`src/sv/deq_pkg.sv`:
```
// Package for the double-ended queue: operation codes, controller states,
// and the command and status structs between controller and datapath.
// No dependencies.
package deq_pkg;

  localparam int OP_W    = 3;
  localparam int VALUE_W = 32;
  localparam int POS_W   = 6;
  localparam int LEN_W   = 7;

  typedef enum logic [OP_W-1:0] {
    OP_HEAD_PUSH   = 3'd0,
    OP_TAIL_PUSH   = 3'd1,
    OP_HEAD_POP    = 3'd2,
    OP_TAIL_POP    = 3'd3,
    OP_HEAD_INDEX  = 3'd4,
    OP_TAIL_INDEX  = 3'd5,
    OP_HEAD_REMOVE = 3'd6,
    OP_TAIL_REMOVE = 3'd7
  } op_t;

  typedef enum logic [2:0] {
    ST_IDLE,
    ST_EXEC,
    ST_READ,
    ST_SCAN_RD,
    ST_SCAN_CMP,
    ST_SHIFT_RD,
    ST_SHIFT_WR,
    ST_RESP
  } state_t;

  typedef enum logic [1:0] {
    ADDR_ACCESS,
    ADDR_SCAN,
    ADDR_NEXT
  } addr_sel_t;

  typedef struct packed {
    logic      load;
    logic      push;
    logic      rd_req;
    addr_sel_t addr_sel;
    logic      fin_access;
    logic      scan_miss;
    logic      scan_hit;
    logic      shift_wr;
    logic      fin_remove;
    logic      fail;
  } cmd_t;

  typedef struct packed {
    logic is_push;
    logic is_access;
    logic access_ok;
    logic empty;
    logic hit;
    logic scan_last;
    logic shift_more;
  } status_t;

endpackage

```
`src/sv/deq_datapath.sv`:
```
// Datapath of the double-ended queue: entry memory, head and count
// registers, search/shift index and result registers.
// Depends on deq_pkg.
module deq_datapath #(
  parameter int DEPTH     = 64,
  parameter int WORD_BITS = 32
) (
  input  logic                        clk,
  input  logic                        rst_n,
  input  deq_pkg::cmd_t               cmd,
  output deq_pkg::status_t            stat,
  input  logic [deq_pkg::OP_W-1:0]    in_op,
  input  logic [deq_pkg::VALUE_W-1:0] in_value,
  input  logic [deq_pkg::POS_W-1:0]   in_position,
  output logic [deq_pkg::VALUE_W-1:0] out_result_data,
  output logic                        out_ok,
  output logic [deq_pkg::LEN_W-1:0]   out_length
);
  import deq_pkg::*;

  localparam int AW = $clog2(DEPTH);
  localparam int CW = $clog2(DEPTH + 1);
  localparam int SW = CW + 1;
  localparam int LW = (CW > POS_W) ? CW : POS_W;

  logic [WORD_BITS-1:0] mem [DEPTH];

  op_t                  op_r;
  logic [WORD_BITS-1:0] val_r;
  logic [POS_W-1:0]     pos_r;
  logic [AW-1:0]        head_r;
  logic [CW-1:0]        count_r;
  logic [CW-1:0]        idx_r;
  logic [WORD_BITS-1:0] rd_data_r;
  logic [WORD_BITS-1:0] res_data_r;
  logic                 res_ok_r;

  logic [63:0]          val_ext;
  logic [63:0]          res_ext;
  logic                 head_side;
  logic                 full;
  logic [CW-1:0]        count_m1;
  logic [CW-1:0]        pos_k;
  logic [CW-1:0]        acc_k;
  logic [CW-1:0]        scan_k;
  logic [CW-1:0]        idx_p1;
  logic [CW-1:0]        rd_logic;
  logic [AW-1:0]        rd_slot;
  logic [AW-1:0]        wr_slot;
  logic                 wr_en;
  logic [WORD_BITS-1:0] wr_data;
  logic [AW-1:0]        head_dec;
  logic [AW-1:0]        head_inc;

  function automatic logic [AW-1:0] slot_of(input logic [AW-1:0] head,
                                            input logic [CW-1:0] logical);
    logic [SW-1:0] sum;
    sum = SW'(head) + SW'(logical);
    if (sum >= SW'(DEPTH)) begin
      sum = sum - SW'(DEPTH);
    end
    return sum[AW-1:0];
  endfunction

  assign val_ext   = {32'b0, in_value};
  assign head_side = (op_r == OP_HEAD_POP) || (op_r == OP_HEAD_INDEX) ||
                     (op_r == OP_HEAD_REMOVE);
  assign full      = (count_r == CW'(DEPTH));
  assign count_m1  = count_r - CW'(1);
  assign pos_k     = CW'(pos_r);
  assign scan_k    = head_side ? idx_r : (count_m1 - idx_r);
  assign idx_p1    = idx_r + CW'(1);
  assign head_dec  = (head_r == '0) ? AW'(DEPTH - 1) : (head_r - AW'(1));
  assign head_inc  = (head_r == AW'(DEPTH - 1)) ? '0 : (head_r + AW'(1));

  always_comb begin
    unique case (op_r)
      OP_HEAD_POP:   acc_k = '0;
      OP_TAIL_POP:   acc_k = count_m1;
      OP_HEAD_INDEX: acc_k = pos_k;
      OP_TAIL_INDEX: acc_k = count_m1 - pos_k;
      default:       acc_k = '0;
    endcase
  end

  always_comb begin
    unique case (cmd.addr_sel)
      ADDR_ACCESS: rd_logic = acc_k;
      ADDR_SCAN:   rd_logic = scan_k;
      ADDR_NEXT:   rd_logic = idx_p1;
      default:     rd_logic = '0;
    endcase
  end

  assign rd_slot = slot_of(head_r, rd_logic);
  assign wr_en   = (cmd.push && !full) || cmd.shift_wr;
  assign wr_data = cmd.push ? val_r : rd_data_r;

  always_comb begin
    if (cmd.shift_wr) begin
      wr_slot = slot_of(head_r, idx_r);
    end else if (op_r == OP_HEAD_PUSH) begin
      wr_slot = head_dec;
    end else begin
      wr_slot = slot_of(head_r, count_r);
    end
  end

  always_comb begin
    stat.is_push    = (op_r == OP_HEAD_PUSH) || (op_r == OP_TAIL_PUSH);
    stat.is_access  = (op_r == OP_HEAD_POP) || (op_r == OP_TAIL_POP) ||
                      (op_r == OP_HEAD_INDEX) || (op_r == OP_TAIL_INDEX);
    stat.empty      = (count_r == '0);
    if ((op_r == OP_HEAD_INDEX) || (op_r == OP_TAIL_INDEX)) begin
      stat.access_ok = LW'(pos_r) < LW'(count_r);
    end else begin
      stat.access_ok = (count_r != '0);
    end
    stat.hit        = (rd_data_r == val_r);
    stat.scan_last  = (idx_p1 == count_r);
    stat.shift_more = (idx_p1 < count_r);
  end

  always_ff @(posedge clk) begin
    if (cmd.rd_req) begin
      rd_data_r <= mem[rd_slot];
    end
    if (wr_en) begin
      mem[wr_slot] <= wr_data;
    end
  end

  always_ff @(posedge clk) begin
    if (cmd.load) begin
      op_r  <= op_t'(in_op);
      val_r <= val_ext[WORD_BITS-1:0];
      pos_r <= in_position;
    end
    if (cmd.push) begin
      res_data_r <= '0;
      res_ok_r   <= !full;
    end
    if (cmd.fin_access) begin
      res_data_r <= rd_data_r;
      res_ok_r   <= 1'b1;
    end
    if (cmd.fin_remove) begin
      res_data_r <= val_r;
      res_ok_r   <= 1'b1;
    end
    if (cmd.fail) begin
      res_data_r <= '0;
      res_ok_r   <= 1'b0;
    end
  end

  always_ff @(posedge clk) begin
    if (!rst_n) begin
      head_r  <= '0;
      count_r <= '0;
      idx_r   <= '0;
    end else begin
      if (cmd.load) begin
        idx_r <= '0;
      end
      if (cmd.push && !full) begin
        count_r <= count_r + CW'(1);
        if (op_r == OP_HEAD_PUSH) begin
          head_r <= head_dec;
        end
      end
      if (cmd.fin_access) begin
        if (op_r == OP_HEAD_POP) begin
          head_r  <= head_inc;
          count_r <= count_m1;
        end else if (op_r == OP_TAIL_POP) begin
          count_r <= count_m1;
        end
      end
      if (cmd.scan_miss || cmd.shift_wr) begin
        idx_r <= idx_p1;
      end
      if (cmd.scan_hit) begin
        idx_r <= scan_k;
      end
      if (cmd.fin_remove) begin
        count_r <= count_m1;
      end
    end
  end

  assign res_ext         = 64'(res_data_r);
  assign out_result_data = res_ext[VALUE_W-1:0];
  assign out_ok          = res_ok_r;
  assign out_length      = LEN_W'(count_r);

endmodule

```
`src/sv/deq_ctrl.sv`:
```
// Controller state machine of the double-ended queue: sequences push,
// pop, index, search and shift steps and the word handshakes.
// Depends on deq_pkg.
module deq_ctrl (
  input  logic             clk,
  input  logic             rst_n,
  input  logic             in_valid,
  output logic             in_ready,
  output logic             out_valid,
  input  logic             out_ready,
  input  deq_pkg::status_t stat,
  output deq_pkg::cmd_t    cmd
);
  import deq_pkg::*;

  state_t state_r;
  state_t state_nxt;

  always_ff @(posedge clk) begin
    if (!rst_n) begin
      state_r <= ST_IDLE;
    end else begin
      state_r <= state_nxt;
    end
  end

  always_comb begin
    state_nxt    = state_r;
    cmd          = '0;
    cmd.addr_sel = ADDR_ACCESS;
    in_ready     = 1'b0;
    out_valid    = 1'b0;
    unique case (state_r)
      ST_IDLE: begin
        in_ready = 1'b1;
        if (in_valid) begin
          cmd.load  = 1'b1;
          state_nxt = ST_EXEC;
        end
      end
      ST_EXEC: begin
        if (stat.is_push) begin
          cmd.push  = 1'b1;
          state_nxt = ST_RESP;
        end else if (stat.is_access) begin
          if (stat.access_ok) begin
            cmd.rd_req   = 1'b1;
            cmd.addr_sel = ADDR_ACCESS;
            state_nxt    = ST_READ;
          end else begin
            cmd.fail  = 1'b1;
            state_nxt = ST_RESP;
          end
        end else if (stat.empty) begin
          cmd.fail  = 1'b1;
          state_nxt = ST_RESP;
        end else begin
          state_nxt = ST_SCAN_RD;
        end
      end
      ST_READ: begin
        cmd.fin_access = 1'b1;
        state_nxt      = ST_RESP;
      end
      ST_SCAN_RD: begin
        cmd.rd_req   = 1'b1;
        cmd.addr_sel = ADDR_SCAN;
        state_nxt    = ST_SCAN_CMP;
      end
      ST_SCAN_CMP: begin
        if (stat.hit) begin
          cmd.scan_hit = 1'b1;
          state_nxt    = ST_SHIFT_RD;
        end else if (stat.scan_last) begin
          cmd.fail  = 1'b1;
          state_nxt = ST_RESP;
        end else begin
          cmd.scan_miss = 1'b1;
          state_nxt     = ST_SCAN_RD;
        end
      end
      ST_SHIFT_RD: begin
        if (stat.shift_more) begin
          cmd.rd_req   = 1'b1;
          cmd.addr_sel = ADDR_NEXT;
          state_nxt    = ST_SHIFT_WR;
        end else begin
          cmd.fin_remove = 1'b1;
          state_nxt      = ST_RESP;
        end
      end
      ST_SHIFT_WR: begin
        cmd.shift_wr = 1'b1;
        state_nxt    = ST_SHIFT_RD;
      end
      ST_RESP: begin
        out_valid = 1'b1;
        if (out_ready) begin
          state_nxt = ST_IDLE;
        end
      end
      default: begin
        state_nxt = ST_IDLE;
      end
    endcase
  end

endmodule

```
`src/sv/double_ended_queue.sv`:
```
// Double-ended queue of DEPTH words; one request word in, one result word out.
// A new request is accepted only after the previous result has been taken. A pop
// or index read makes one registered memory read unless it fails; a remove compares
// entries until one matches, then moves the entries after it one place toward the
// head. Results hold until taken. Synchronous reset empties the queue; entry
// contents are not cleared.
module double_ended_queue #(
  parameter int DEPTH     = 64,
  parameter int WORD_BITS = 32
) (
  input  logic                        clk,
  input  logic                        rst_n,
  input  logic                        in_valid,
  output logic                        in_ready,
  input  logic [deq_pkg::OP_W-1:0]    in_op,
  input  logic [deq_pkg::VALUE_W-1:0] in_value,
  input  logic [deq_pkg::POS_W-1:0]   in_position,
  output logic                        out_valid,
  input  logic                        out_ready,
  output logic [deq_pkg::VALUE_W-1:0] out_result_data,
  output logic                        out_ok,
  output logic [deq_pkg::LEN_W-1:0]   out_length
);
  import deq_pkg::*;

  cmd_t    cmd;
  status_t stat;

  deq_ctrl u_ctrl (
    .clk       (clk),
    .rst_n     (rst_n),
    .in_valid  (in_valid),
    .in_ready  (in_ready),
    .out_valid (out_valid),
    .out_ready (out_ready),
    .stat      (stat),
    .cmd       (cmd)
  );

  deq_datapath #(
    .DEPTH     (DEPTH),
    .WORD_BITS (WORD_BITS)
  ) u_datapath (
    .clk             (clk),
    .rst_n           (rst_n),
    .cmd             (cmd),
    .stat            (stat),
    .in_op           (in_op),
    .in_value        (in_value),
    .in_position     (in_position),
    .out_result_data (out_result_data),
    .out_ok          (out_ok),
    .out_length      (out_length)
  );

endmodule
```
`config.mk`:
```
export PLATFORM = sky130hd
export DESIGN_NAME = double_ended_queue
export DESIGN_NICKNAME = d
export VERILOG_FILES = /design/src/sv/deq_pkg.sv /design/src/sv/deq_datapath.sv /design/src/sv/deq_ctrl.sv /design/src/sv/double_ended_queue.sv
export SDC_FILE = /design/constraint.sdc
export NUM_CORES = 2
export LEC_CHECK = 0
export BUFFER_PORTS_ARGS = -buffer_cell sky130_fd_sc_hd__clkbuf_2
export CAP_MARGIN = 20
export CORE_ASPECT_RATIO = 1.25
export CORE_UTILIZATION = 35
export DETAILED_ROUTE_END_ITERATION = 7
export PLACE_DENSITY = 0.57
export SKIP_CTS_REPAIR_TIMING = 1
export SYNTH_ARGS = -nofsm -noshare
export SYNTH_HDL_FRONTEND = slang
export SYNTH_SLANG_ARGS = --single-unit
```
`constraint.sdc`:
```
create_clock -name clk -period 5.7 [get_ports clk]
set_clock_uncertainty 0.2 [all_clocks]
set_input_delay 1.14 -clock clk [delete_from_list [all_inputs] [get_ports clk]]
set_output_delay 1.14 -clock clk [all_outputs]
set_load 0.01 [all_outputs]
```
==> summary.md <==
| Metric | Value |
|---|---|
| Status | `finished, final reports clean` |
| Vias in the first global route | `42.74k` |
| Final WS setup | `between 0.06 and 0.07 ns` |
| Static Leak | `between 30 and 40 nW` |
| Mapped cell area | `between 0.08 and 0.09 mm²` |
| Register area share after synthesis | `0.7553` |
| Footprint of the multi-input gates | `0.02088 mm²` |
| Die Area | `between 0.2 and 0.25 mm²` |
| GP Congestion | `about 0.88` |
| Final ANT Viol Nets | `0` |
| Die X-Extent | `between 400 and 500 µm` |
| Most frequent cells in the layout | `edfxtp_1 (2121), mux4_2 (640), clkbuf_16 (221), buf_4 (194), nand2_1 (144)` |
| Final WL | `between 200000 and 250000 µm` |
| Maximum number of pins on one net before global-route repair | `between 60 and 70` |
| Die Ht | `between 500 and 600 µm` |
| Seq cells post-synth | `approximately 2.2k` |
| CP Class | `reg -> reg` |
| Final non-filler cell total | `7748` |
| Post-placement worst setup slack | `-0.1205 ns` |
| Peak supply drop | `~0.35 mV` |
| Clock Path Buffers | `4` |
| PD cells | `543.0 mW/mm²` |
| Drc violations | `0` |
| CTS H-tree depth | `4` |
| First-pass GRT wire length | `approximately 320000 µm` |
| Mapped Avg Cell Area | `between 20 and 25 µm²` |
| Final min period | `~5.6 ns` |
| Routed vias | `41.75k` |
| Commonest non-fill, non-tap cell in the layout | `edfxtp_1` |
| Share of layout cells above drive strength 1 | `0.3315` |
| Unique masters post-synth | `a little under 70` |
| Worst setup EP type | `register` |
| # fillers | `20.87k` |
| Hold Violations, Final | `0` |
| Clk_lat worst skew | `about 0.86 ns` |
| Slew Viols, Final | `0` |
| Hold Crit Class | `in -> reg` |
| TritonCTS clock tree | `done` |
| Fin area | `roughly 0.10 mm²` |
| CP max FO | `11` |
| Initial antenna violation count | `4` |
| Max-cap violations | `0` |
| Total gr overflow | `0` |
| Post-synthesis to final-layout area growth | `17.60%` |
| Power, Total | `54.79 mW` |
| Critical path arrival | `about 6 ns` |
| Iteration-0 DRC Markers | `slightly above 4k` |
| DRT Pass-1 Iters | `6` |
| Crit path launch type | `register` |
| Starting Density | `0.3533` |
| Synth Instances | `3907` |
| Core Region | `approximately 0.24 mm²` |
| Final Util | `0.4155` |
| Boundary Pins | `87` |
| Slew @ Worst Pin | `~1.1 ns` |
| Reg clk slew, reported paths | `~0.060 ns` |
| DR vias/cell | `between 5 and 6` |
| Main flop type after synthesis | `edfxtp_1` |
| IO buf count | `between 80 and 90` |
| Slew margin rel. | `0.2445` |
| FF/Latch Area | `approximately 0.065 mm²` |
| Wire per inst | `29.18 µm` |
| Final net count | `4423` |
| Post-synth EDFFs | `2121` |
| GRT Overall Usage | `0.1790` |
| Tcrit/Tclk final | `0.9882` |
| Placed cell areas | `about 0.093 mm²` |
| Cell row count | `202` |
| Ys Warns | `0` |
| Post-DP HPWL | `129800 µm` |
| Final Setup Violations | `0` |
| Maximum clock frequency | `approximately 180 MHz` |
| Post-Place Cells | `between 7k and 8k` |
| CTS sink cnt | `between 2k and 2.5k` |
| Syn_nets | `around 4k` |
| CTS Buf Count | `206` |
| Ys async rst share | `0` |
| Required @ worst endpoint | `~6.1 ns` |
| CTS root buf | `clkbuf_16` |
-- cells by family (layout without fill, tap and decap cells) --
logic type      after synthesis  after routing  share of synthesized area
compound gates              176            176                    0.01483
xor+xnor                     73             73                   0.007451
fa+ha+maj                    49             49                   0.007582
buf+inv                     242            814                    0.01204
flops                      2177           2177                     0.7553
mux                         744            744                     0.1801
other cells                   0              5                          0
simple gates                446            446                    0.02265
-- critical path, stage by stage (launching register included) --
cell and delay (ns):
dfxtp_2 0.36, ha_4 0.14, nand3_2 0.11, nor3_2 0.19, xnor2_1 0.18, inv_1 0.12
ha_4 0.29, nand4_1 0.12, a21oi_2 0.13, nand4b_1 0.19, buf_4 0.15, buf_4 0.13
o211ai_1 0.16, ha_4 0.20, fa_4 0.82, buf_12 0.15, buf_12 0.16, buf_16 0.17
buf_4 0.18, mux4_2 0.29, mux4_2 0.52, mux2i_2 0.24, mux2i_1 0.12
-- routing by layer --
metal | vias to the layer above | GRT usage | routed length [µm] | part of all wire
li1 | 17283 | - | - | -
met1 | 22831 | 0.2296 | 90410 | 0.40
met2 | 1335 | 0.3181 | 118400 | 0.52
met3 | 298 | 0.02470 | 12190 | 0.054
met4 | 2 | 0.04470 | 5108 | 0.023
met5 | - | 0 | 13 | 0.000057
-- Yosys cell counts, types with 36 or more instances --
library cell  instances  area (µm²)
edfxtp_1           2121       63690
clkbuf_1            146       548.0
nand3_1              54       270.3
mux2i_1             103        1031
xor2_1               39       341.6
buf_1                43       161.4
ha_1                 44       550.5
dfxtp_1              56        1121
inv_1                36       135.1
nand2_1             175       656.9
mux4_2              640       14410
nor2_1              147       551.8
a21oi_1              44       220.2
-- final timing paths --
kind | startpoint | end | slack (ns) | cells past startpoint
setup reg to reg | u_datapath.idx_r[1] | u_datapath.rd_data_r[12] | 0.07 | 22
hold / removal | in_value[0] | u_datapath.val_r[0] | 0.25 | 1
setup / recovery | u_datapath.idx_r[1] | u_datapath.rd_data_r[12] | 0.07 | 22
hold reg to reg | u_datapath.out_result_data[11] | u_datapath.out_result_data[11] | 0.30 | 2
-- power breakdown --
part	total [mW]	switching (mW)	internal [mW]
registers	21.1	0.513	20.6
clock network	13.2	5.90	7.26
logic	20.5	11.0	9.55
-- flip-flops by register name (all words and copies together) (netlist names), named ones only --
name                        count
u_datapath.head_r               6
u_datapath.rd_data_r           32
u_datapath.out_result_data     32
u_ctrl.state_r                  3
u_datapath.out_ok               1
u_datapath.out_length           7
u_datapath.mem               2048
u_datapath.val_r               32
u_datapath.idx_r                6
u_datapath.pos_r                6
u_datapath.op_r                 3
-- final cells by class --
cell class,instances,area share
clock inverter,106,0.008630
timing repair buffer,419,0.04665
clock buffer,252,0.05352
tap,3264,0.04047
multi-input combinational,1488,0.2069
antenna,5,0.0001240
inverter,37,0.001376
sequential,2177,0.6423
-- through the flow --
step	setup TNS (ns)	hold WS [ns]
3_3_place_gp	-0.7434	0.2820
5_1_grt	-1.185	0.2116
3_5_place_dp	-0.3095	0.2891
4_1_cts	-0.5808	0.1916
2_1_floorplan	0	0.2676
6_report	0	0.2514
Note: power is estimated with default switching activity, not from simulation.
